$ cat src/rtl/gjtg_pkg.sv
// Shared types, constants and register codes for the gait joint target generator.
package gjtg_pkg;

  localparam int DEF_SINE_TABLE_DEPTH = 256;
  localparam int DEF_PHASE_BITS       = 16;

  localparam int NUM_JOINTS  = 8;
  localparam int ACT_W       = 15;
  localparam int QUEUE_DEPTH = 2;
  localparam int PADDR_W     = 5;
  localparam int PDATA_W     = 32;

  // pi/2 in Q2.30 and the Taylor divisors (2n)(2n+1) used to build the sine table
  localparam longint unsigned HALF_PI_Q30 = 64'd1686629713;
  localparam longint unsigned TAYLOR_DIV [1:7] = '{64'd6, 64'd20, 64'd42, 64'd72,
                                                   64'd110, 64'd156, 64'd210};

  localparam logic signed [15:0] ACT_POS_LIM = 16'sd8192;
  localparam logic signed [15:0] ACT_NEG_LIM = -16'sd8192;

  localparam logic signed [15:0] RST_NEUTRAL_SHOULDER = 16'sd819;
  localparam logic signed [15:0] RST_NEUTRAL_KNEE     = 16'sd5734;
  localparam logic        [14:0] RST_ACTION_GAIN      = 15'd246;
  localparam logic        [14:0] RST_SHOULDER_SWING   = 15'd328;
  localparam logic        [14:0] RST_KNEE_SWING       = 15'd492;
  localparam logic signed [15:0] RST_KNEE_BIAS        = 16'sd0;
  localparam logic        [15:0] RST_PHASE_STEP       = 16'd5461;

  typedef enum logic [2:0] {
    REG_NEUTRAL_SHOULDER = 3'd0,
    REG_NEUTRAL_KNEE     = 3'd1,
    REG_ACTION_GAIN      = 3'd2,
    REG_SHOULDER_SWING   = 3'd3,
    REG_KNEE_SWING       = 3'd4,
    REG_KNEE_BIAS        = 3'd5,
    REG_PHASE_STEP       = 3'd6
  } reg_idx_t;

  typedef struct packed {
    logic signed [15:0] neutral_shoulder;
    logic signed [15:0] neutral_knee;
    logic        [14:0] action_gain;
    logic        [14:0] shoulder_swing;
    logic        [14:0] knee_swing;
    logic signed [15:0] knee_bias;
    logic        [15:0] phase_step;
  } cfg_t;

  typedef struct packed {
    logic signed [15:0] joint0_action;
    logic signed [15:0] joint1_action;
    logic signed [15:0] joint2_action;
    logic signed [15:0] joint3_action;
    logic signed [15:0] joint4_action;
    logic signed [15:0] joint5_action;
    logic signed [15:0] joint6_action;
    logic signed [15:0] joint7_action;
  } in_t;

  typedef struct packed {
    logic signed [15:0] joint0_target;
    logic signed [15:0] joint1_target;
    logic signed [15:0] joint2_target;
    logic signed [15:0] joint3_target;
    logic signed [15:0] joint4_target;
    logic signed [15:0] joint5_target;
    logic signed [15:0] joint6_target;
    logic signed [15:0] joint7_target;
    logic signed [15:0] phase_sine;
    logic signed [15:0] phase_cosine;
  } out_t;

  // One classified step: clipped actions and the trig values of its phase
  typedef struct packed {
    logic [NUM_JOINTS-1:0][ACT_W-1:0] act;
    logic signed [15:0]               sine_v;
    logic signed [15:0]               cosine_v;
  } qent_t;

endpackage

$ cat src/rtl/gjtg_cfg.sv
// APB-style register file holding the gait configuration.
module gjtg_cfg (
  input  logic                          clk,
  input  logic                          rst_n,
  input  logic                          psel,
  input  logic                          penable,
  input  logic                          pwrite,
  input  logic [gjtg_pkg::PADDR_W-1:0]  paddr,
  input  logic [gjtg_pkg::PDATA_W-1:0]  pwdata,
  output logic [gjtg_pkg::PDATA_W-1:0]  prdata,
  output gjtg_pkg::cfg_t                cfg
);

  gjtg_pkg::cfg_t     cfg_r, cfg_nxt;
  gjtg_pkg::reg_idx_t idx;
  logic               wr_en;

  assign idx   = gjtg_pkg::reg_idx_t'(paddr[4:2]);
  assign wr_en = psel && penable && pwrite;

  always_comb begin
    cfg_nxt = cfg_r;
    if (wr_en) begin
      unique case (idx)
        gjtg_pkg::REG_NEUTRAL_SHOULDER: cfg_nxt.neutral_shoulder = pwdata[15:0];
        gjtg_pkg::REG_NEUTRAL_KNEE:     cfg_nxt.neutral_knee     = pwdata[15:0];
        gjtg_pkg::REG_ACTION_GAIN:      cfg_nxt.action_gain      = pwdata[14:0];
        gjtg_pkg::REG_SHOULDER_SWING:   cfg_nxt.shoulder_swing   = pwdata[14:0];
        gjtg_pkg::REG_KNEE_SWING:       cfg_nxt.knee_swing       = pwdata[14:0];
        gjtg_pkg::REG_KNEE_BIAS:        cfg_nxt.knee_bias        = pwdata[15:0];
        gjtg_pkg::REG_PHASE_STEP:       cfg_nxt.phase_step       = pwdata[15:0];
        default: ; // drop writes beyond the register list
      endcase
    end
  end

  always_ff @(posedge clk) begin
    if (!rst_n) begin
      cfg_r.neutral_shoulder <= gjtg_pkg::RST_NEUTRAL_SHOULDER;
      cfg_r.neutral_knee     <= gjtg_pkg::RST_NEUTRAL_KNEE;
      cfg_r.action_gain      <= gjtg_pkg::RST_ACTION_GAIN;
      cfg_r.shoulder_swing   <= gjtg_pkg::RST_SHOULDER_SWING;
      cfg_r.knee_swing       <= gjtg_pkg::RST_KNEE_SWING;
      cfg_r.knee_bias        <= gjtg_pkg::RST_KNEE_BIAS;
      cfg_r.phase_step       <= gjtg_pkg::RST_PHASE_STEP;
    end else begin
      cfg_r <= cfg_nxt;
    end
  end

  always_comb begin
    unique case (idx)
      gjtg_pkg::REG_NEUTRAL_SHOULDER: prdata = {16'd0, cfg_r.neutral_shoulder};
      gjtg_pkg::REG_NEUTRAL_KNEE:     prdata = {16'd0, cfg_r.neutral_knee};
      gjtg_pkg::REG_ACTION_GAIN:      prdata = {17'd0, cfg_r.action_gain};
      gjtg_pkg::REG_SHOULDER_SWING:   prdata = {17'd0, cfg_r.shoulder_swing};
      gjtg_pkg::REG_KNEE_SWING:       prdata = {17'd0, cfg_r.knee_swing};
      gjtg_pkg::REG_KNEE_BIAS:        prdata = {16'd0, cfg_r.knee_bias};
      gjtg_pkg::REG_PHASE_STEP:       prdata = {16'd0, cfg_r.phase_step};
      default:                        prdata = '0;
    endcase
  end

  assign cfg = cfg_r;

endmodule

$ cat config.mk
export PLATFORM = sky130hd
export DESIGN_NAME = gjtg_cfg
export DESIGN_NICKNAME = d
export VERILOG_FILES = /design/src/rtl/gjtg_pkg.sv /design/src/rtl/gjtg_cfg.sv
export SDC_FILE = /design/constraint.sdc
export NUM_CORES = 1
export LEC_CHECK = 0
export BUFFER_PORTS_ARGS = -buffer_cell sky130_fd_sc_hd__buf_4
export CORE_MARGIN = 5
export CORE_UTILIZATION = 45
export CTS_CLUSTER_SIZE = 30
export DETAILED_ROUTE_END_ITERATION = 7
export PLACE_DENSITY = 0.72
export SLEW_MARGIN = 20
export SYNTH_ARGS = -nofsm -noshare
export SYNTH_HDL_FRONTEND = slang
export SYNTH_SLANG_ARGS = --single-unit
$ cat constraint.sdc
create_clock -name clk -period 1.5 [get_ports clk]
set_input_delay 0.15 -clock clk [delete_from_list [all_inputs] [get_ports clk]]
set_output_delay 0.15 -clock clk [all_outputs]
set_load 0.1 [all_outputs]
# == Word level (Yosys, flattened, before mapping) ==
# Index checks and enable logic that the tools add are counted.
# totals
ff_bits,109
latchBits,0
ramBits,0
romBits,0
input_bits,42
out_inout_bits,141
wordCells,24
memories,0
# op_classes
n_addsub,0
multipliers,0
div_mod_pow,0
order_cmp,0
n_eq_ne,6
shifts,0
muxes,1
bitwise,0
n_reduce_logical,10
# ops
op,n
case mux 16 bit (7 select lines),1
AND reduction 2 bit,7
"== test 3 bit, second input constant",3
"== test 3 x 2 -> 1 bit, second input constant",2
"== test 3 x 1 -> 1 bit, second input constant",1
logical NOT 3 bit,1
logical AND 1 bit,2

# == Depth between registers and ports, before layout ==
# Gate-level depths: netlist of the first run.
# logic_depth
depth_word,3
mapped_depth,6
mapped_depth_nobuf,3

# == Worst setup path after synthesis of the first run ==
# Ideal clock, no wire load.
# synth_timing
kind,register to output
startpoint,reg cfg_r (netlist bit cfg[52])
endpoint,out prdata[5] (netlist bit)
arrival_ns,3.600
path_slack_ns,-2.250
path_stages_with_launch,4
path_buffers,0
path_cell_list,dfxtp_1 -> mux2_2 -> a221oi_1 -> a221oi_1
# synth_via
elab_chain_cells,1
# synth_rtl
item,line_no,text
from (decl),gjtg_cfg.sv:14,"gjtg_pkg::cfg_t cfg_r, cfg_nxt;"
from (signal assigned),gjtg_cfg.sv:47,cfg_r <= cfg_nxt;
case mux 16 bit (7 select lines),gjtg_cfg.sv:52,unique case (idx)
to (decl),gjtg_cfg.sv:10,"output logic [gjtg_pkg::PDATA_W-1:0] prdata,"
# No other way between the ends.

# == Final worst setup path of the first run ==
# layout_timing
startpoint,reg cfg_r (netlist bit cfg[82])
endpoint,out prdata[5] (netlist bit)
# The elaborated chain is that of the path after synthesis.

==> flow_metrics.py, run 1 <==
metrics = {
    "synth": {
        "async_flop_share_pct": 0,
        "postSynthCellCount": 536,
        "synthFlopType": "dfxtp_1",
        "synth_cell_types": 38,
        "yosysWarnings": 0,
        "avgSynthCellArea_um2": 9.533,
        "yosysSeqAreaShare_pct": 42.70,
        "yosys_register_bits": 109,
        "synth-edff-count": 0,
        "synth_area_mm2": 0.005110,
    },
    "finish": {
        "fin_nets": 773,
        "largest_reg_flops": 109,
        "final_core_util_pct": 67.51,
        "insertedDiodeCount": 0,
        "final_cells": 879,
        "syn_to_final_growth_pct": 48.92,
        "final_layout_size_suffix_gt1_share_pct": 50.41,
    },
    "route": {
        "viasPerCell": 5.585,
        "wl_um": 17620,
        "drc": 0,
        "wl_per_cell_um": 20.04,
        "dr.pass1.iters": 5,
        "drt_first_iter_violations": 399,
        "vias": 4909,
        "ant_nets": 0,
    },
    "sta": {
        "rsz0062_at_grt": "true",
        "hold_viol": 0,
        "min_period_over_period_pct": 110.6,
        "setup_viol": 15,
        "whs_ns": 0.06850,
        "finalCriticalPeriod_ns": 1.659,
        "setup_ws_ns": -0.1590,
        "finClkSkew_ns": 0,
        "slew_violations": 0,
        "fmax_mhz": 602.8,
    },
    "grt": {
        "grt_pass1_vias": 4810,
        "grt_max_degree": 64,
        "grt_pass1_wl_um": 26290,
        "grt_usage_pct": 25.09,
        "antenna_found_initial": 0,
        "grt_remaining_overflow": 0,
    },
    "worst_setup_path": {
        "cp-end-kind": "output pin",
        "crit_required_ns": 1.35,
        "startpoint_type": "flip-flop",
        "crit_fanout": 2,
        "cp.arrival_ns": 1.51,
        "critPathKind": "reg2out",
    },
    "floorplanning": {
        "rows": 39,
        "start_util_pct": 45.33,
        "core_area_mm2": 0.01127,
        "ios": 183,
        "die_w_um": 116.6,
        "die_area_mm2": 0.01359,
        "die_h_um": 116.6,
    },
    "run": {
        "cap_viol_max_count": 0,
    },
    "outcome": {
        "violations": "setup timing",
        "status": "complete, but fails checks",
    },
    "power_and_ir_drop": {
        "power_leakage_nw": 3.393,
        "ir_drop_mv": 0.5155,
        "intPower_mw": 4.418,
        "combPwrFrac_pct": 20.5,
        "switching_power_mw": 2.110,
        "swShare_pct": 32.32,
        "power.density_mw_per_mm2": 857.8,
        "clkPwrFrac_pct": 35.4,
        "pwr-share-seq_pct": 44.1,
    },
    "placed_design": {
        "gp_congestion": 0.9109,
        "dp.cells": 838,
        "io_buffers": 148,
        "hpwl_um": 12320,
        "place_ws_ns": -0.1088,
    },
    "min_path": {
        "hp-class": "in2reg",
    },
    "clock_tree": {
        "cts.sinks": 109,
        "cts_root_buffer": "clkbuf_16",
        "cts_buffers": 9,
        "path_clk_slew_ns": 0.08,
        "clockBufferDepth": 2,
        "h-tree-depth": 3,
        "cts_tree": "yes",
        "clk_latency_ns": 0.35,
    },
}
==> logic make-up (layout without fill, tap and decap cells) <==
logic type      count (synthesis)  count (layout)  synth area share (%)
simple gates                  137             137                 12.88
mux                            95              95                 19.05
other cells                     1              16               0.07339
flops                         109             109                 42.70
buf+inv                        84             269                 8.815
compound gates                110             110                 16.48
==> critical path, stage by stage, from the launching register on <==
cell and delay (ns):
dfxtp_2 0.33, mux2_4 0.28, a221oi_4 0.31, a221oi_4 0.07, buf_12 0.18
==> layout by cell type (no fill, tap or decap), types with 10 or more instances in the layout <==
master and instances:
a22oi_1 22, buf_12 14, buf_4 201, buf_6 12, conb_1 16, dfxtp_1 36
dfxtp_2 35, dfxtp_4 38, inv_1 26, mux2_2 10, mux2i_1 77, nand2_1 93
nand3_1 15, o211ai_1 28, o21ai_0 22
==> worst paths after layout <==
check                  start        end  slack (ns)  depth (start not counted)
setup reg to reg     cfg[73]    cfg[73]        0.69                          4
setup / recovery     cfg[82]  prdata[5]       -0.16                          4
hold reg to reg      cfg[47]    cfg[47]        0.47                          2
hold / removal    pwdata[12]    cfg[12]        0.07                          3
==> per-layer routing <==
layer	part of all wire, %	track usage [%]
met1	41	32.38
met3	7.9	5.699
met4	1.8	7.416
met2	50	42.07
met5	0	0
==> timing repair <==
| item | CTS | global route |
|---|---|---|
| gates resized for setup | 39 | 10 |
| hold buffers | 0 | 0 |
| hold endpoints to repair | 0 | 0 |
| pin swaps | 16 | 17 |
| buffers inserted | 19 | 6 |
| endpoints found under the setup margin | 16 | 16 |
==> stage by stage <==
stage	power, mW	instance area [um2]	setup TNS, ns
floorplan	3.882	5450	-9.641
global placement	4.174	6889	-1.137
detailed placement	4.186	6889	-1.344
CTS	6.504	7513	-1.474
global route	6.708	7610	-2.149
finish	6.528	7610	-1.528
==> cells in the mapped netlist, types with 2 or more instances <==
cell	n	area, um2
inv_1	26	97.59
nor2b_1	2	12.51
a221oi_1	2	17.52
and2_1	2	12.51
clkbuf_1	18	67.56
mux2i_1	77	770.7
buf_4	22	165.2
mux2_2	18	202.7
nand2b_1	2	12.51
o311ai_0	7	61.31
o211ai_2	7	87.58
and3b_1	2	17.52
nand3_1	18	90.09
nand2_1	94	352.8
nand2_2	2	12.51
o211ai_1	28	210.2
a32oi_1	17	148.9
nor2_4	2	22.52
buf_6	5	56.30
a22oi_1	22	165.2
o311ai_1	3	26.28
o21ai_0	22	110.1
nor2_2	3	18.77
buf_2	12	60.06
dfxtp_1	109	2182
and2b_1	2	15.01
==> power groups by stage <==
stage | Sequential (mW) | Clock [mW] | Combinational (mW)
after global placement | 2.95 | 0 | 1.23
after detailed placement | 2.95 | 0 | 1.24
after floorplan | 3.14 | 0 | 0.744
after CTS | 2.88 | 2.31 | 1.31
final | 2.88 | 2.31 | 1.34
after global routing | 2.88 | 2.44 | 1.39
==> final cells by class <==
cell class	instances	area (um2)
Inverter	26	97.59
Multi-Input combinational cell	358	2754
Fill cell	875	3662
Sequential cell	109	2369
Clock inverter	5	43.79
Clock buffer	11	242.7
Tap cell	143	178.9
Timing Repair Buffer	227	1924
Power figures use the tool's default switching activity.
==> inputs of run 2 (changes only) <==
--- a/config.mk
+++ b/config.mk
@@ -10,7 +10,9 @@
 export CORE_UTILIZATION = 45
 export CTS_CLUSTER_SIZE = 30
 export DETAILED_ROUTE_END_ITERATION = 7
+export GPL_TIMING_DRIVEN = 0
 export PLACE_DENSITY = 0.72
+export REMOVE_ABC_BUFFERS = 1
 export SLEW_MARGIN = 20
 export SYNTH_ARGS = -nofsm -noshare
 export SYNTH_HDL_FRONTEND = slang
==> flow_metrics.py, run 2 (same netlist as run 1, synthesis figures left out) <==
metrics = {
    "grt": {
        "grt_max_degree": 126,
        "grt_usage_pct": 24.85,
        "grt_pass1_vias": 4802,
        "antenna_found_initial": 0,
        "grt_pass1_wl_um": 26100,
        "grt_remaining_overflow": 0,
    },
    "floorplanning": {
        "core_area_mm2": 0.01127,
        "start_util_pct": 45.33,
        "die_h_um": 116.6,
        "die_area_mm2": 0.01359,
        "ios": 183,
        "rows": 39,
        "die_w_um": 116.6,
    },
    "route": {
        "wl_per_cell_um": 20.42,
        "viasPerCell": 5.720,
        "dr.pass1.iters": 5,
        "wl_um": 17360,
        "ant_nets": 0,
        "drc": 0,
        "vias": 4862,
        "drt_first_iter_violations": 423,
    },
    "worst_setup_path": {
        "r2r_cells": 3,
        "cp-end-kind": "output pin",
        "startpoint_type": "flip-flop",
        "critPathKind": "reg2out",
        "crit_required_ns": 1.35,
        "crit_fanout": 2,
        "cp.arrival_ns": 1.45,
    },
    "clock_tree": {
        "cts_root_buffer": "clkbuf_16",
        "cts.sinks": 109,
        "cts_tree": "yes",
        "path_clk_slew_ns": 0.07,
        "hold_buffers": 0,
        "clockBufferDepth": 2,
        "cts_buffers": 9,
        "clk_latency_ns": 0.34,
        "h-tree-depth": 3,
    },
    "placed_design": {
        "dp.cells": 785,
        "gp_congestion": 0.7975,
        "place_ws_ns": -0.9657,
        "io_buffers": 148,
        "hpwl_um": 10720,
    },
    "finish": {
        "layout_commonest_cell": "buf_4",
        "syn_to_final_growth_pct": 40.28,
        "largest_reg_flops": 109,
        "insertedDiodeCount": 0,
        "fin_nets": 744,
        "layout_common_cells": "buf_4, nand2_1, mux2i_1, dfxtp_1, dfxtp_2",
        "final_cells": 850,
        "final_layout_size_suffix_gt1_share_pct": 43.42,
    },
    "sta": {
        "finalCriticalPeriod_ns": 1.600,
        "fmax_mhz": 625.0,
        "slew_violations": 0,
        "finClkSkew_ns": 0,
        "setup_ws_ns": -0.1000,
        "worst_pin_slew_ns": 0.9417,
        "min_period_over_period_pct": 106.7,
        "rsz0062_at_grt": "true",
        "hold_viol": 0,
        "setup_viol": 15,
        "relSlewSlack_pct": 37.22,
    },
    "outcome": {
        "violations": "setup timing",
        "status": "complete, but fails checks",
    },
    "min_path": {
        "worstHoldPathCells": 3,
        "hp-class": "in2reg",
    },
    "power_and_ir_drop": {
        "power_leakage_nw": 3.231,
        "report.power.total_mw": 6.801,
        "ir_drop_mv": 0.4944,
        "power.density_mw_per_mm2": 948.8,
    },
    "run": {
        "cap_viol_max_count": 0,
    },
}
[run 2: repair_timing]
action	CTS	global route
pin swaps	20	21
gates resized for setup	71	28
endpoints found under the setup margin	97	24
setup buffers	44	5
[run 2: worst paths after layout]
check                                from        end  slack (ns)
worst max-delay path              cfg[82]  prdata[5]       -0.10
worst max register to register    cfg[82]    cfg[82]        0.63
worst min register to register    cfg[15]    cfg[15]        0.47
worst min-delay path            pwdata[2]     cfg[2]        0.08
[run 2: power breakdown]
group | internal, mW | switching (mW)
registers | 2.92 | 0.0217
logic | 0.306 | 0.954
clock network | 1.55 | 1.05
total | 4.78 | 2.02
[run 2: layer usage]
metal / vias to the layer above / part of all wire [%] / routed length [um] / global-route usage (%)
met4: 0 / 2.9 / 505 / 11.09
met1: 2364 / 40 / 6936 / 31.24
met5: - / 0 / 0 / 0
met2: 238 / 50 / 8599 / 41.88
met3: 40 / 7.6 / 1316 / 4.145
li1: 2220 / - / - / -
[run 2: through the flow]
| step | area, um2 | util, % | TNS (ns) | hold WS [ns] |
|---|---|---|---|---|
| 2_1_floorplan | 4813 | - | -20.25 | 0.2146 |
| 3_3_place_gp | 6103 | 54.15 | -70.35 | 0.4143 |
| 3_5_place_dp | 6123 | 54.32 | -70.29 | 0.4280 |
| 4_1_cts | 7015 | 62.24 | -1.406 | 0.07275 |
| 5_1_grt | 7168 | 63.59 | -1.930 | 0.08306 |
| 6_report | 7168 | 63.59 | -1.127 | 0.07695 |
[run 2: layout make-up]
type / instances / area [um2]
well taps: 143 / 178.9
clock buffers: 12 / 256.5
fillers: 920 / 4104
flip-flops and latches: 109 / 2225
repair buffers: 198 / 1647
clock inverters: 4 / 70.07
inverters: 26 / 101.3
multi-input cells: 358 / 2690
[run 2: critical path, stage by stage (launching register included)]
cell and delay (ns):
dfxtp_2 0.32, mux2_4 0.27, a221oi_2 0.27, a221oi_2 0.06
buf_6 0.19
==> inputs of run 3 (changes only) <==
--- a/config.mk
+++ b/config.mk
@@ -8,6 +8,7 @@
 export BUFFER_PORTS_ARGS = -buffer_cell sky130_fd_sc_hd__buf_4
 export CORE_MARGIN = 5
 export CORE_UTILIZATION = 45
+export CTS_BUF_LIST = sky130_fd_sc_hd__clkbuf_16
 export CTS_CLUSTER_SIZE = 30
 export DETAILED_ROUTE_END_ITERATION = 7
 export GPL_TIMING_DRIVEN = 0
==> flow_metrics.py, run 3 (same netlist as run 1, synthesis figures left out) <==
metrics = {
    "worst_setup_path": {
        "startpoint_type": "flip-flop",
        "cp.arrival_ns": 1.46,
        "cp-startpoint": "cfg[95]",
        "crit_required_ns": 1.35,
        "r2r_cells": 3,
        "cp-end-kind": "output pin",
        "r2r-start": "cfg[82]",
        "critPathKind": "reg2out",
        "crit_fanout": 2,
    },
    "clock_tree": {
        "cts.sinks": 109,
        "cts_root_buffer": "clkbuf_16",
        "h-tree-depth": 3,
        "path_clk_slew_ns": 0.07,
        "cts_tree": "yes",
        "hold_buffers": 0,
        "clockBufferDepth": 2,
        "clk_latency_ns": 0.34,
        "cts_buffers": 9,
    },
    "sta": {
        "worst_pin_slew_ns": 0.9556,
        "whs_ns": 0.07772,
        "setup_ws_ns": -0.1065,
        "finClkSkew_ns": 0,
        "min_period_over_period_pct": 107.1,
        "final.setup.tns_ns": -1.118,
        "finalCriticalPeriod_ns": 1.606,
        "relSlewSlack_pct": 36.29,
        "hold_viol": 0,
        "fmax_mhz": 622.5,
        "rsz0062_at_grt": "true",
        "slew_violations": 0,
        "setup_viol": 15,
    },
    "grt": {
        "grt_pass1_wl_um": 26010,
        "antenna_found_initial": 0,
        "grt_max_degree": 126,
        "grt_remaining_overflow": 0,
        "grt_usage_pct": 24.78,
        "grt_pass1_vias": 4796,
    },
    "power_and_ir_drop": {
        "power.density_mw_per_mm2": 935.0,
        "ir_drop_mv": 0.4699,
        "power_leakage_nw": 3.223,
    },
    "run": {
        "cap_viol_max_count": 0,
    },
    "route": {
        "drc": 0,
        "drt_first_iter_violations": 375,
        "vias": 4839,
        "dr.pass1.iters": 5,
        "wl_um": 17410,
        "ant_nets": 0,
        "viasPerCell": 5.686,
        "wl_per_cell_um": 20.46,
    },
    "finish": {
        "insertedDiodeCount": 0,
        "layout_commonest_cell": "buf_4",
        "fin_nets": 745,
        "syn_to_final_growth_pct": 39.81,
        "layout_common_cells": "buf_4, nand2_1, mux2i_1, dfxtp_1, dfxtp_2",
        "largest_reg_flops": 109,
        "final_layout_size_suffix_gt1_share_pct": 43.22,
        "fillCellCount": 924,
        "final_cells": 851,
        "stdcell_area_mm2": 0.007144,
        "final_core_util_pct": 63.38,
    },
    "placed_design": {
        "hpwl_um": 10720,
        "dp.cells": 785,
        "io_buffers": 148,
        "gp_congestion": 0.7975,
        "placedInstanceArea_mm2": 0.006123,
    },
    "min_path": {
        "hp-class": "in2reg",
        "worstHoldPathCells": 3,
        "hold_start": "pwdata[2]",
    },
    "floorplanning": {
        "die_area_mm2": 0.01359,
        "core_area_mm2": 0.01127,
        "start_util_pct": 45.33,
        "rows": 39,
        "die_h_um": 116.6,
        "ios": 183,
        "die_w_um": 116.6,
    },
    "outcome": {
        "status": "complete, but fails checks",
        "violations": "setup timing",
    },
}
==> run 3: changes by cell type in the layout (fill, tap and decap cells not counted) <==
cell,before,now
buf_4,174,175
clkbuf_1,1,0
clkbuf_8,2,0
clkinv_1,0,2
inv_1,25,26
mux2_2,10,13
mux2_4,8,5
==> run 3: area by class of cell <==
class | count | area [um2] | share of cell area, %
inverters | 26 | 101.3 | 1.419
multi-input cells | 358 | 2679 | 37.50
clock buffers | 9 | 225.2 | 3.152
clock inverters | 7 | 81.33 | 1.138
flip-flops and latches | 109 | 2225 | 31.14
well taps | 143 | 178.9 | 2.504
repair buffers | 199 | 1654 | 23.15
==> run 3: where the power goes <==
part	internal, mW	switching [mW]
Sequential	2.92	0.0215
Combinational	0.306	0.955
Clock	1.44	1.04
Total	4.67	2.01
==> run 3: per-stage QoR <==
step,total power [mW],setup WS [ns]
2_1_floorplan,3.791,-2.250
3_3_place_gp,4.105,-0.8949
3_5_place_dp,4.122,-0.9657
4_1_cts,6.653,-0.1086
5_1_grt,6.840,-0.1555
6_report,6.680,-0.1065
==> run 3: worst paths after layout <==
check	end	slack (ns)
setup / recovery	prdata[2]	-0.11
hold / removal	cfg[2]	0.08
setup reg to reg	cfg[82]	0.63
hold reg to reg	cfg[32]	0.48
==> run 3: critical path: stages, from the launching register on <==
cell	delay, ns
dfxtp_2	0.32
mux2_2	0.25
a32oi_1	0.16
o211ai_1	0.15
buf_6	0.22
==> run 3: routing by layer <==
metal / GRT usage, % / routed length, um
met3: 4.041 / 1376
met2: 41.91 / 8562
met5: 0 / 0
met4: 10.93 / 609
met1: 31.14 / 6864
==> run 3: what timing repair did <==
action                     in CTS  in global routing
setup endpoints to repair      97                 24
gates cloned                    0                  0
pin swaps                      20                 20
setup buffers                  44                  6
gates resized for setup        71                 25
