`src/rtl/gjtg_pkg.sv`:
```
// Shared types, constants and register codes for the gait joint target generator.
package gjtg_pkg;

  localparam int DEF_SINE_TABLE_DEPTH = 256;
  localparam int DEF_PHASE_BITS       = 16;

  localparam int NUM_JOINTS  = 8;
  localparam int ACT_W       = 15;
  localparam int QUEUE_DEPTH = 2;
  localparam int PADDR_W     = 5;
  localparam int PDATA_W     = 32;

  // pi/2 in Q2.30 and the Taylor divisors (2n)(2n+1) used to build the sine table
  localparam longint unsigned HALF_PI_Q30 = 64'd1686629713;
  localparam longint unsigned TAYLOR_DIV [1:7] = '{64'd6, 64'd20, 64'd42, 64'd72,
                                                   64'd110, 64'd156, 64'd210};

  localparam logic signed [15:0] ACT_POS_LIM = 16'sd8192;
  localparam logic signed [15:0] ACT_NEG_LIM = -16'sd8192;

  localparam logic signed [15:0] RST_NEUTRAL_SHOULDER = 16'sd819;
  localparam logic signed [15:0] RST_NEUTRAL_KNEE     = 16'sd5734;
  localparam logic        [14:0] RST_ACTION_GAIN      = 15'd246;
  localparam logic        [14:0] RST_SHOULDER_SWING   = 15'd328;
  localparam logic        [14:0] RST_KNEE_SWING       = 15'd492;
  localparam logic signed [15:0] RST_KNEE_BIAS        = 16'sd0;
  localparam logic        [15:0] RST_PHASE_STEP       = 16'd5461;

  typedef enum logic [2:0] {
    REG_NEUTRAL_SHOULDER = 3'd0,
    REG_NEUTRAL_KNEE     = 3'd1,
    REG_ACTION_GAIN      = 3'd2,
    REG_SHOULDER_SWING   = 3'd3,
    REG_KNEE_SWING       = 3'd4,
    REG_KNEE_BIAS        = 3'd5,
    REG_PHASE_STEP       = 3'd6
  } reg_idx_t;

  typedef struct packed {
    logic signed [15:0] neutral_shoulder;
    logic signed [15:0] neutral_knee;
    logic        [14:0] action_gain;
    logic        [14:0] shoulder_swing;
    logic        [14:0] knee_swing;
    logic signed [15:0] knee_bias;
    logic        [15:0] phase_step;
  } cfg_t;

  typedef struct packed {
    logic signed [15:0] joint0_action;
    logic signed [15:0] joint1_action;
    logic signed [15:0] joint2_action;
    logic signed [15:0] joint3_action;
    logic signed [15:0] joint4_action;
    logic signed [15:0] joint5_action;
    logic signed [15:0] joint6_action;
    logic signed [15:0] joint7_action;
  } in_t;

  typedef struct packed {
    logic signed [15:0] joint0_target;
    logic signed [15:0] joint1_target;
    logic signed [15:0] joint2_target;
    logic signed [15:0] joint3_target;
    logic signed [15:0] joint4_target;
    logic signed [15:0] joint5_target;
    logic signed [15:0] joint6_target;
    logic signed [15:0] joint7_target;
    logic signed [15:0] phase_sine;
    logic signed [15:0] phase_cosine;
  } out_t;

  // One classified step: clipped actions and the trig values of its phase
  typedef struct packed {
    logic [NUM_JOINTS-1:0][ACT_W-1:0] act;
    logic signed [15:0]               sine_v;
    logic signed [15:0]               cosine_v;
  } qent_t;

endpackage

```
`src/rtl/gjtg_queue.sv`:
```
// Two-beat queue between the front end and the target datapath.
module gjtg_queue (
  input  logic            clk,
  input  logic            rst_n,
  input  logic            push,
  input  gjtg_pkg::qent_t wdata,
  output logic            full,
  input  logic            pop,
  output gjtg_pkg::qent_t rdata,
  output logic            not_empty
);

  localparam int PTR_W = $clog2(gjtg_pkg::QUEUE_DEPTH);
  localparam int CNT_W = $clog2(gjtg_pkg::QUEUE_DEPTH + 1);

  gjtg_pkg::qent_t    mem_r [gjtg_pkg::QUEUE_DEPTH];
  logic [PTR_W-1:0]   wr_ptr_r, wr_ptr_nxt, rd_ptr_r, rd_ptr_nxt;
  logic [CNT_W-1:0]   count_r, count_nxt;

  assign full      = (count_r == CNT_W'(gjtg_pkg::QUEUE_DEPTH));
  assign not_empty = (count_r != '0);
  assign rdata     = mem_r[rd_ptr_r];

  always_comb begin
    wr_ptr_nxt = push ? wr_ptr_r + 1'b1 : wr_ptr_r;
    rd_ptr_nxt = pop  ? rd_ptr_r + 1'b1 : rd_ptr_r;
    count_nxt  = count_r;
    if (push && !pop)      count_nxt = count_r + 1'b1;
    else if (pop && !push) count_nxt = count_r - 1'b1;
  end

  always_ff @(posedge clk) begin
    if (push) begin
      mem_r[wr_ptr_r] <= wdata;
    end
  end

  always_ff @(posedge clk) begin
    if (!rst_n) begin
      wr_ptr_r <= '0;
      rd_ptr_r <= '0;
      count_r  <= '0;
    end else begin
      wr_ptr_r <= wr_ptr_nxt;
      rd_ptr_r <= rd_ptr_nxt;
      count_r  <= count_nxt;
    end
  end

endmodule

```
`config.mk`:
```
export PLATFORM = sky130hd
export DESIGN_NAME = gjtg_queue
export DESIGN_NICKNAME = d
export VERILOG_FILES = /design/src/rtl/gjtg_pkg.sv /design/src/rtl/gjtg_queue.sv
export SDC_FILE = /design/constraint.sdc
export NUM_CORES = 1
export LEC_CHECK = 0
export BUFFER_PORTS_ARGS = -buffer_cell sky130_fd_sc_hd__buf_2
export CAP_MARGIN = 40
export CORE_MARGIN = 2
export CORE_UTILIZATION = 35
export DETAILED_ROUTE_END_ITERATION = 7
export PLACE_DENSITY = 0.6
export SLEW_MARGIN = 30
export SYNTH_ARGS = -nofsm -noshare
export SYNTH_HDL_FRONTEND = slang
export SYNTH_SLANG_ARGS = --single-unit
```
`constraint.sdc`:
```
create_clock -name clk -period 12.4 [get_ports clk]
set_input_delay 0.62 -clock clk [delete_from_list [all_inputs] [get_ports clk]]
set_output_delay 0.62 -clock clk [all_outputs]
set_load 0.02 [all_outputs]
```
# Word level (Yosys, flattened, before mapping)

Memories as Yosys holds them, arrays and structs flattened. A register that Yosys moved wholly into a read port is not among the register bits.
Cells that the tools add are included.

Bitwise gates (word level): 0
$mul: 0
Equal/unequal tests: 1
Mux-type cells: 6
Order comparisons: 0
Reductions and logical operators: 6
Shifts and indexed selects: 0
Add/subtract/negate cells: 4
Div/mod/pow operators: 0

Operators by type and width:

| cell                                                               | number |
|---|---|
| 1-bit two-way mux                                                  | 4 |
| 2-bit two-way mux                                                  | 2 |
| 2-bit nonzero test                                                 | 2 |
| 1-bit adder, second input constant                                 | 2 |
| 2-bit by 1-bit adder with 2-bit output, second input constant      | 1 |
| 2-bit == test, second input constant                               | 1 |
| 1-bit logical AND                                                  | 2 |
| 1-bit logical NOT                                                  | 2 |
| 2-bit by 1-bit subtractor with 2-bit output, second input constant | 1 |

ROM bits: 0
Memories: 1
Word-level logic and storage cells: 21
Output and inout bits: 154
Latch bits: 0
Register bits after elaboration: 4
Bits of input ports: 156
RAM bits: 304

Memory list:

| memory | depth | width | read ports | clocked after Yosys merged registers in | wr ports | RTL line         | source |
|---|---|---|---|---|---|---|---|
| mem_r  | 2     | 152   | 1          | 1                                       | 1        | gjtg_queue.sv:16 | `gjtg_pkg::qent_t mem_r [gjtg_pkg::QUEUE_DEPTH];` |

# Depth between registers and ports, before layout

Gate-level depths: netlist of run 1.

Depth in word-level cells: 4
Depth in mapped cells: 5
Mapped depth without buffers: 5

# Worst setup path after synthesis of run 1

OpenSTA, ideal clock, no wires.

Path kind: input -> register
Start: input port push
End: memory mem_r[0][0] (netlist name), enable pin
Path buffers: 0
Stages: 1
Slack: 4.492 ns
Data required time: 11.716 ns
Arrival time: 7.224 ns
Path through: nor2b_1

Cells in the longest elaborated chain, start to end: 2

RTL lines:

| what                                    | RTL line         | source |
|---|---|---|
| start, declared                         | gjtg_queue.sv:5  | `input logic push,` |
| 1-bit two-way mux                       | gjtg_queue.sv:33 | `if (push) begin` |
| 1-bit two-way mux (implied by the code) | gjtg_queue.sv:34 | `mem_r[wr_ptr_r] <= wdata;` |
| end, declared                           | gjtg_queue.sv:16 |  |

No other way between the ends.

==> impl_metrics.toml, run 1 <==
[outcome]
outcome = "finished clean"

[cts]
cts.repair_timing.setup_buffer_count = 0
cts_inserted_buffers = 34
cts_max_path_buffers = 3
htree_levels = 2
cts_repair_resize_count = 0
cts_tree = "done"
clock_insertion_delay_worst_skew_ns = 0.50
clk_pin_slew_worst_paths_ns = 0.06
clock_net_sink_count = 309
holdBufCountCts = 0
clock-root-buffer = "sky130_fd_sc_hd__clkbuf_16"

[sta]
final.setup.tns_ns = 0
timing.max_slew.rel_slack_pct = 47.1
final_hold_viol_count = 0
grt_setup_unrepaired = "false"
max_slew.worst_pin.slew_ns = 0.793
period_utilization_post_route_pct = 25.4
timing.clock.skew_ns = 0.0136
maxSlewViolCount = 0
fmax_mhz = 317
final.min_clock_period_ns = 3.15
final-setup-viol-count = 0

[pwr]
p_int_mw = 1.89
power.sequential.fraction_pct = 50.0
power.density_nw_per_um2 = 167
power.switching_fraction_pct = 22.7
ir_drop_mv = 0.126
sw_pwr_mw = 0.556
pwr-share-comb_pct = 11.9
power.share.clock_pct = 38.1
power_leakage_nw = 5.62

[synthesis]
number_of_warnings_issued_by_yosys = 0
synthesized_flop_and_latch_total = 309
synth.yosys.seq_area_share_pct = 80.2
yosys.area.top_type_share_pct = 79.3
post_synth_inst_count = 495
post_synth_main_area_contributors = "sky130_fd_sc_hd__edfxtp_1 (79%), sky130_fd_sc_hd__mux2_4 (10%), sky130_fd_sc_hd__mux2_2 (7.0%)"
syn_nets = 652
syn_area_um2 = 11500
netlist-cell-type-count = 17
post_synth.cell_area_avg_um2 = 23.2
synth_largest_area_cell = "sky130_fd_sc_hd__edfxtp_1"

[detailed_routing]
wl_met2_mm = 10.7
detailedRoute.firstIterationViolations = 196
met1_length_mm = 8.95
post-route-drc-count = 0
topRoutingLayerUsed = "met5"
detail_route.first_pass.iterations = 6
dr_vias = 5702
vias_per_cell = 4.39
met3RoutedLength_mm = 2.21
drt-total-wl_mm = 22.4
final_antenna_net_count = 0
routed_wire_length_per_instance_um = 17.2

[placed_design]
gpl.final_weighted_congestion = 0.699
place.detailed.instances = 1238
dp_hpwl_mm = 14.8
port_buffers = 309

[worst_setup_path]
rr_worst_depth = 4
r2r_start = "wr_ptr_r"
cp_data_required_time_ns = 11.78
endpoint_kind = "primary output"
r2r_end = "mem_r[0][75]"
type_of_the_worst_setup_path = "register to primary output"
cp-start-kind = "register"
arrival_ns = 2.53
timing.reg2reg.setup_slack_ns = 10.04
path_max_fanout = 54

[layout]
mostFrequentLayoutCell = "sky130_fd_sc_hd__buf_2"
number_of_nets_in_the_final_layout = 990
final_cell_count_no_fill = 1300
post_synthesis_to_final_layout_area_growth_pct = 27.5
final_cell_mix = "sky130_fd_sc_hd__buf_2 (309), sky130_fd_sc_hd__edfxtp_1 (304), sky130_fd_sc_hd__mux2_4 (80)"
final_layout_size_suffix_gt1_share_pct = 60.4

[hold_path]
hold_class = "input port to register"
holdPathEnd = "mem_r[1][140]"
worstHoldStart = "wdata[140]"
worstHoldPathCells = 1

[die]
height_of_the_die_um = 185
fp.dieW_um = 185
rows = 66
num_io_pins = 310
floorplan.die_area_um2 = 34300
initial_utilization_pct = 35.5
core-area_um2 = 32500

[global_routing]
first_global_vias = 5785
grt.total_usage_pct = 12.5
gr-total-overflow = 0
grt_max_degree = 61
antenna_violations_before_repair = 5
grt_pass1_wl_mm = 32.7

[job]
cap_violations = 0
==> layout make-up <==
type | instances | area, µm²
Timing Repair Buffer | 319 | 1700
Inverter | 1 | 3.75
Clock buffer | 43 | 948
Multi-Input combinational cell | 168 | 2140
Sequential cell | 309 | 9230
Tap cell | 442 | 553
Clock inverter | 15 | 91.3
Fill cell | 2861 | 17800
Antenna cell | 3 | 7.51
==> routing by layer <==
metal,vias to the layer above,track usage [%]
li1,2658,-
met3,44,5.29
met1,2777,15.1
met2,219,20.2
met4,4,4.03
met5,-,0
==> critical path, stage by stage (launching register included) <==
cell	delay, ns
sky130_fd_sc_hd__dfxtp_4	0.76
sky130_fd_sc_hd__buf_6	0.65
sky130_fd_sc_hd__mux2_2	0.41
sky130_fd_sc_hd__buf_2	0.16
==> worst max-delay path by stage <==
stage / start / to / slack [ns] / depth (start not counted)
5_1_grt: register / rdata[11] / 9.08 / 4
6_report: register / rdata[132] / 9.25 / 3
3_5_place_dp: push / mem_r[0][73] / 9.33 / 4
4_1_cts: register / rdata[12] / 9.15 / 4
2_1_floorplan: push / mem_r[0][0] / 4.49 / 1
3_3_place_gp: push / mem_r[0][73] / 8.85 / 4
==> stage by stage <==
step | total power [mW] | cell area, µm² | setup slack (ns) | utilization, % | hold slack [ns]
floorplan | 1.45 | 11500 | 4.49 | - | 0.468
global placement | 1.54 | 13500 | 8.85 | 41.7 | 0.487
detailed placement | 1.54 | 13600 | 9.33 | 41.9 | 0.497
CTS | 2.49 | 14600 | 9.15 | 45.1 | 0.274
global route | 2.55 | 14700 | 9.08 | 45.2 | 0.283
finish | 2.45 | 14700 | 9.25 | 45.2 | 0.304
==> power groups by stage <==
stage / registers [mW] / logic (mW) / clock network, mW
after floorplan: 1.25 / 0.197 / 0
after global placement: 1.25 / 0.289 / 0
after detailed placement: 1.25 / 0.295 / 0
after CTS: 1.23 / 0.296 / 0.968
after global routing: 1.23 / 0.313 / 1.01
final: 1.23 / 0.292 / 0.933
==> registers in the layout, summed over array words and instances, names as in the netlist, named ones only <==
name	flops
count_r	2
mem_r	304
rd_ptr_r	1
wr_ptr_r	1
==> Yosys cell counts, drive strengths merged <==
library cell,n
or2,1
edfxtp,304
xnor2,1
nor2b,3
xor2,2
dfxtp,5
ha,1
mux2,152
inv,1
o21ai,1
a21boi,1
buf,17
o21a,1
or3,1
and2,4
==> cell families (layout without fill, tap and decap cells) <==
family	count (synthesis)	in the layout	synth area share (%)
compound gates	3	3	0.174
simple gates	9	9	0.489
buf+inv	18	378	1.32
fa+ha+maj	1	1	0.109
other cells	0	3	0
xor+xnor	3	3	0.228
flops	309	309	80.2
mux	152	152	17.5
No activity file was read; power rests on OpenSTA's default activity.
==> run 2, diff against run 1 <==
==> constraint.sdc (replaced) <==
create_clock -name clk -period 3.2 [get_ports clk]
set_input_delay 0.16 -clock clk [delete_from_list [all_inputs] [get_ports clk]]
set_output_delay 0.16 -clock clk [all_outputs]
set_load 0.02 [all_outputs]
==> impl_metrics.toml, run 2 (same netlist as run 1, synthesis figures left out) <==
[outcome]
outcome = "finished clean"

[layout]
nFillCells = 2708
regMostFlops = "mem_r"
mostFrequentLayoutCell = "sky130_fd_sc_hd__buf_2"
multi_input_area_um2 = 2140
largest_register_ffs = 304
number_of_nets_in_the_final_layout = 1142
top_regs = "mem_r x304, count_r x2"
seqCellArea_um2 = 9230
final_layout_size_suffix_gt1_share_pct = 51.7
final_cell_count_no_fill = 1453
post_synthesis_to_final_layout_area_growth_pct = 41.5
final_cell_mix = "sky130_fd_sc_hd__buf_2 (309), sky130_fd_sc_hd__edfxtp_1 (304), sky130_fd_sc_hd__dlygate4sd3_1 (153)"

[placed_design]
gpl.final_weighted_congestion = 0.733
dp_hpwl_mm = 14.7
port_buffers = 309
place.detailed.instances = 1236

[cts]
clk_pin_slew_worst_paths_ns = 0.06
clock-root-buffer = "sky130_fd_sc_hd__clkbuf_16"
htree_levels = 2
cts_max_path_buffers = 3
clock_net_sink_count = 309
cts_inserted_buffers = 36
clock_insertion_delay_worst_skew_ns = 0.50
cts.repair_timing.setup_buffer_count = 0
cts_tree = "done"

[detailed_routing]
detail_route.first_pass.iterations = 6
final_antenna_net_count = 0
routed_wire_length_per_instance_um = 16.6
drt-total-wl_mm = 24.1
vias_per_cell = 4.34
post-route-drc-count = 0
dr_vias = 6310
detailedRoute.firstIterationViolations = 255

[die]
num_io_pins = 310
floorplan.die_area_um2 = 34300
core-area_um2 = 32500
height_of_the_die_um = 185
initial_utilization_pct = 35.5
fp.dieW_um = 185
rows = 66

[sta]
timing.clock.skew_ns = 0.00948
final-setup-viol-count = 0
period_utilization_post_route_pct = 69.3
grt_setup_unrepaired = "false"
fmax_mhz = 451
timing.max_slew.rel_slack_pct = 50.9
final.hold.worst_slack_ns = 0.0293
final.min_clock_period_ns = 2.22
maxSlewViolCount = 0
final.setup.tns_ns = 0
final_hold_viol_count = 0
max_slew.worst_pin.slew_ns = 0.736

[job]
cap_violations = 0

[global_routing]
antenna_violations_before_repair = 1
grt_pass1_wl_mm = 35.3
gr-total-overflow = 0
grt.met3_usage_pct = 4.58
grt.total_usage_pct = 13.4
grt_max_degree = 102
grt_util_met2_pct = 22.6
grt_util_met1_pct = 15.9
first_global_vias = 6577
grt_busiest_layer = "met2"

[pwr]
power_leakage_nw = 6.29
overall_power_mw = 9.96
power.density_nw_per_um2 = 612
ir_drop_mv = 0.479

[worst_setup_path]
slowest_cell_on_the_critical_path = "sky130_fd_sc_hd__dfxtp_4"
cp-start-kind = "register"
endpoint_kind = "primary output"
critPathBufInv = 2
path_max_fanout = 56
max_stage_delay_ns = 0.59
cp_data_required_time_ns = 3.04
crit_chain = "buf_12, mux2_2, buf_2"
arrival_ns = 2.06
r2r_start = "wr_ptr_r"
type_of_the_worst_setup_path = "register to primary output"
cp_top_family = "flip-flops"

[hold_path]
hold_class = "input port to register"
worstHoldStart = "pop"
==> run 2: cell count changes in the layout (fill, tap and decap cells not counted) <==
cell                            change
sky130_fd_sc_hd__buf_12             +5
sky130_fd_sc_hd__buf_16             -3
sky130_fd_sc_hd__buf_4              -4
sky130_fd_sc_hd__buf_6              -1
sky130_fd_sc_hd__bufinv_16          +2
sky130_fd_sc_hd__clkbuf_1           +1
sky130_fd_sc_hd__clkbuf_8           +2
sky130_fd_sc_hd__clkinv_1           -5
sky130_fd_sc_hd__clkinv_2           +3
sky130_fd_sc_hd__clkinvlp_4         +1
sky130_fd_sc_hd__diode_2            -2
sky130_fd_sc_hd__dlygate4sd3_1    +153
sky130_fd_sc_hd__inv_8              +1
==> run 2: worst paths after layout <==
| kind | end | slack [ns] | cells after the start |
|---|---|---|---|
| setup / recovery | rdata[45] | 0.98 | 3 |
| setup reg to reg | mem_r[1][40] | 1.44 | 2 |
| hold / removal | rd_ptr_r | 0.03 | 3 |
| hold reg to reg | count_r[1] | 0.53 | 2 |
==> run 2: metal layers <==
metal | routed length (µm) | part of all wire, %
met3 | 1980 | 8.2
met5 | 0 | 0
met1 | 9750 | 40
met2 | 11800 | 49
met4 | 581 | 2.4
==> run 2: timing repair <==
action                    4_1_cts  5_1_grt
hold buffers                  153        0
hold endpoints to repair      309        0
gates resized for setup         0        0
==> run 2: worst reg2reg max path: cells and delay by family, from the launching register on <==
family                 cells  cell delay, ns
AND/OR/NAND/NOR            1            0.58
flip-flops                 1            0.38
buffers and inverters      1            0.43
==> run 2: layout make-up <==
type / count / area share (%)
timing repair buffer: 469 / 19.7
tap: 442 / 3.40
clock inverter: 17 / 1.02
multi-input combinational: 168 / 13.1
clock buffer: 46 / 6.02
antenna: 1 / 0.0154
inverter: 1 / 0.0231
sequential: 309 / 56.7
==> run 2: through the flow <==
stage / utilization [%] / setup slack (ns) / cell area [µm²]
finish: 50.2 / 0.982 / 16300
global route: 50.2 / 0.872 / 16300
CTS: 50.2 / 0.929 / 16300
detailed placement: 41.9 / 1.38 / 13600
global placement: 41.9 / 1.41 / 13600
floorplan: - / 0.188 / 11500
==> run 2: where the power goes <==
part           leakage [nW]  internal [mW]  total [mW]  switching, mW
Sequential             2.90           4.68        4.75         0.0636
Clock                 0.553           2.40        3.93           1.53
Combinational          2.84          0.616        1.28          0.669
==> run 3, diff against run 2 <==
--- a/config.mk
+++ b/config.mk
@@ -10,7 +10,7 @@
 export CORE_MARGIN = 2
 export CORE_UTILIZATION = 35
 export DETAILED_ROUTE_END_ITERATION = 7
-export PLACE_DENSITY = 0.6
+export PLACE_DENSITY = 0.62
 export SLEW_MARGIN = 30
 export SYNTH_ARGS = -nofsm -noshare
 export SYNTH_HDL_FRONTEND = slang
==> constraint.sdc (replaced) <==
create_clock -name clk -period 1.8 [get_ports clk]
set_input_delay 0.09 -clock clk [delete_from_list [all_inputs] [get_ports clk]]
set_output_delay 0.09 -clock clk [all_outputs]
set_load 0.02 [all_outputs]
==> impl_metrics.toml, run 3 (same netlist as run 1, synthesis figures left out) <==
[cts]
clock-root-buffer = "sky130_fd_sc_hd__clkbuf_16"
cts_tree = "done"
clock_net_sink_count = 309
cts_inserted_buffers = 34
cts_max_path_buffers = 3
htree_levels = 2
clock_insertion_delay_worst_skew_ns = 0.50
clk_pin_slew_worst_paths_ns = 0.06

[hold_path]
hold_class = "input port to register"
worstHoldPathCells = 2

[sta]
period_utilization_post_route_pct = 103
final.setup.tns_ns = -0.666
final.hold.worst_slack_ns = 0.310
fmax_mhz = 539
setup_ws_ns = -0.0563
final-setup-viol-count = 63
final.min_clock_period_ns = 1.86
max_slew.worst_pin.slew_ns = 0.517
timing.max_slew.rel_slack_pct = 65.5
final_hold_viol_count = 0
timing.clock.skew_ns = 0.0136
maxSlewViolCount = 0
grt_setup_unrepaired = "true"

[layout]
mostFrequentLayoutCell = "sky130_fd_sc_hd__edfxtp_1"
final_cell_mix = "sky130_fd_sc_hd__edfxtp_1 (304), sky130_fd_sc_hd__buf_2 (273), sky130_fd_sc_hd__dlygate4sd3_1 (156)"
regMostFlops = "mem_r"
diodes = 0
multi_input_area_um2 = 2170
nFillCells = 2602
final_cell_count_no_fill = 1471
seqCellArea_um2 = 9230
post_synthesis_to_final_layout_area_growth_pct = 47.4
final_layout_size_suffix_gt1_share_pct = 52.6
top_regs = "mem_r x304, count_r x2"
largest_register_ffs = 304
number_of_nets_in_the_final_layout = 1160

[placed_design]
gpl.final_weighted_congestion = 0.705
dp_hpwl_mm = 15.0
port_buffers = 309
place.detailed.instances = 1245
post-place-ws_ns = 0.345

[global_routing]
grt_max_degree = 86
first_global_vias = 6887
grt_pass1_wl_mm = 35.9
antenna_violations_before_repair = 0
grt.total_usage_pct = 13.5
gr-total-overflow = 0

[detailed_routing]
routed_wire_length_per_instance_um = 17.2
post-route-drc-count = 0
dr_vias = 6405
detailedRoute.firstIterationViolations = 227
drt-total-wl_mm = 25.2
final_antenna_net_count = 0
detail_route.first_pass.iterations = 4
vias_per_cell = 4.35

[worst_setup_path]
critPathBufInv = 3
endpoint_kind = "primary output"
slowest_cell_on_the_critical_path = "sky130_fd_sc_hd__dfxtp_4"
crit_chain = "buf_12, buf_16, mux2_2, buf_2"
cp_num_cells = 4
cp_top_family = "buffers and inverters"
arrival_ns = 1.77
max_stage_delay_ns = 0.36
rr_worst_depth = 2
path_max_fanout = 18
cp-start-kind = "register"
type_of_the_worst_setup_path = "register to primary output"
cp_data_required_time_ns = 1.71

[die]
num_io_pins = 310
initial_utilization_pct = 35.5
height_of_the_die_um = 185
core-area_um2 = 32500
rows = 66
floorplan.die_area_um2 = 34300
fp.dieW_um = 185

[outcome]
outcome = "finished, violations left"
violated_checks = "negative setup slack"

[job]
cap_violations = 0

[pwr]
overall_power_mw = 18.3
power_leakage_nw = 6.61
ir_drop_mv = 0.822
power.density_nw_per_um2 = 1080
==> run 3: cell count changes in the layout (fill, tap and decap cells not counted), moves of 2 or more <==
cell / previous run / this run
sky130_fd_sc_hd__buf_4: 1 / 5
sky130_fd_sc_hd__clkbuf_16: 37 / 41
sky130_fd_sc_hd__buf_16: 0 / 4
sky130_fd_sc_hd__buf_2: 309 / 273
sky130_fd_sc_hd__dlygate4sd3_1: 153 / 156
sky130_fd_sc_hd__clkbuf_8: 2 / 0
sky130_fd_sc_hd__bufinv_16: 3 / 6
sky130_fd_sc_hd__mux2_4: 80 / 90
sky130_fd_sc_hd__mux2_2: 72 / 62
sky130_fd_sc_hd__clkbuf_1: 7 / 4
sky130_fd_sc_hd__buf_12: 6 / 11
sky130_fd_sc_hd__buf_6: 0 / 36
==> run 3: what timing repair did <==
item | 4_1_cts | 5_1_grt
buffers inserted | 2 | 1
hold buffers | 156 | 0
endpoints found under the hold margin | 309 | 0
gates resized for setup | 24 | 62
endpoints found under the setup margin | 149 | 147
cloned | 1 | 4
pin swaps | 0 | 0
==> run 3: final cells by class <==
type	instances	share of cell area, %
clock buffer	41	5.55
clock inverter	21	1.50
inverter	1	0.0221
multi-input combinational	168	12.8
sequential	309	54.4
tap	442	3.26
timing repair buffer	489	22.4
==> run 3: metrics by stage <==
step	util, %	area, µm²
2_1_floorplan	-	11500
3_3_place_gp	42.4	13800
3_5_place_dp	42.4	13800
4_1_cts	51.3	16600
5_1_grt	52.3	17000
6_report	52.3	17000
==> run 3: layer usage <==
layer / global-route usage (%) / up-vias / share of wire [%] / routed length [µm]
li1: - / 3000 / - / -
met1: 15.4 / 3126 / 40 / 10000
met2: 23.7 / 227 / 50 / 12700
met3: 4.27 / 52 / 7.4 / 1870
met4: 4.92 / 0 / 2.6 / 644
met5: 0 / - / 0 / 0
==> run 3: worst paths after layout <==
check / startpoint / end / slack, ns
hold reg to reg: count_r[1] / count_r[1] / 0.54
setup / recovery: register / rdata[132] / -0.06
setup reg to reg: wr_ptr_r / mem_r[0][45] / 0.46
hold / removal: wdata[121] / mem_r[1][121] / 0.31
==> run 3: power by group <==
group / switching, mW / leakage (nW) / internal [mW]
clock: 2.70 / 0.581 / 4.59
combinational: 1.29 / 3.13 / 1.34
sequential: 0.0896 / 2.90 / 8.32
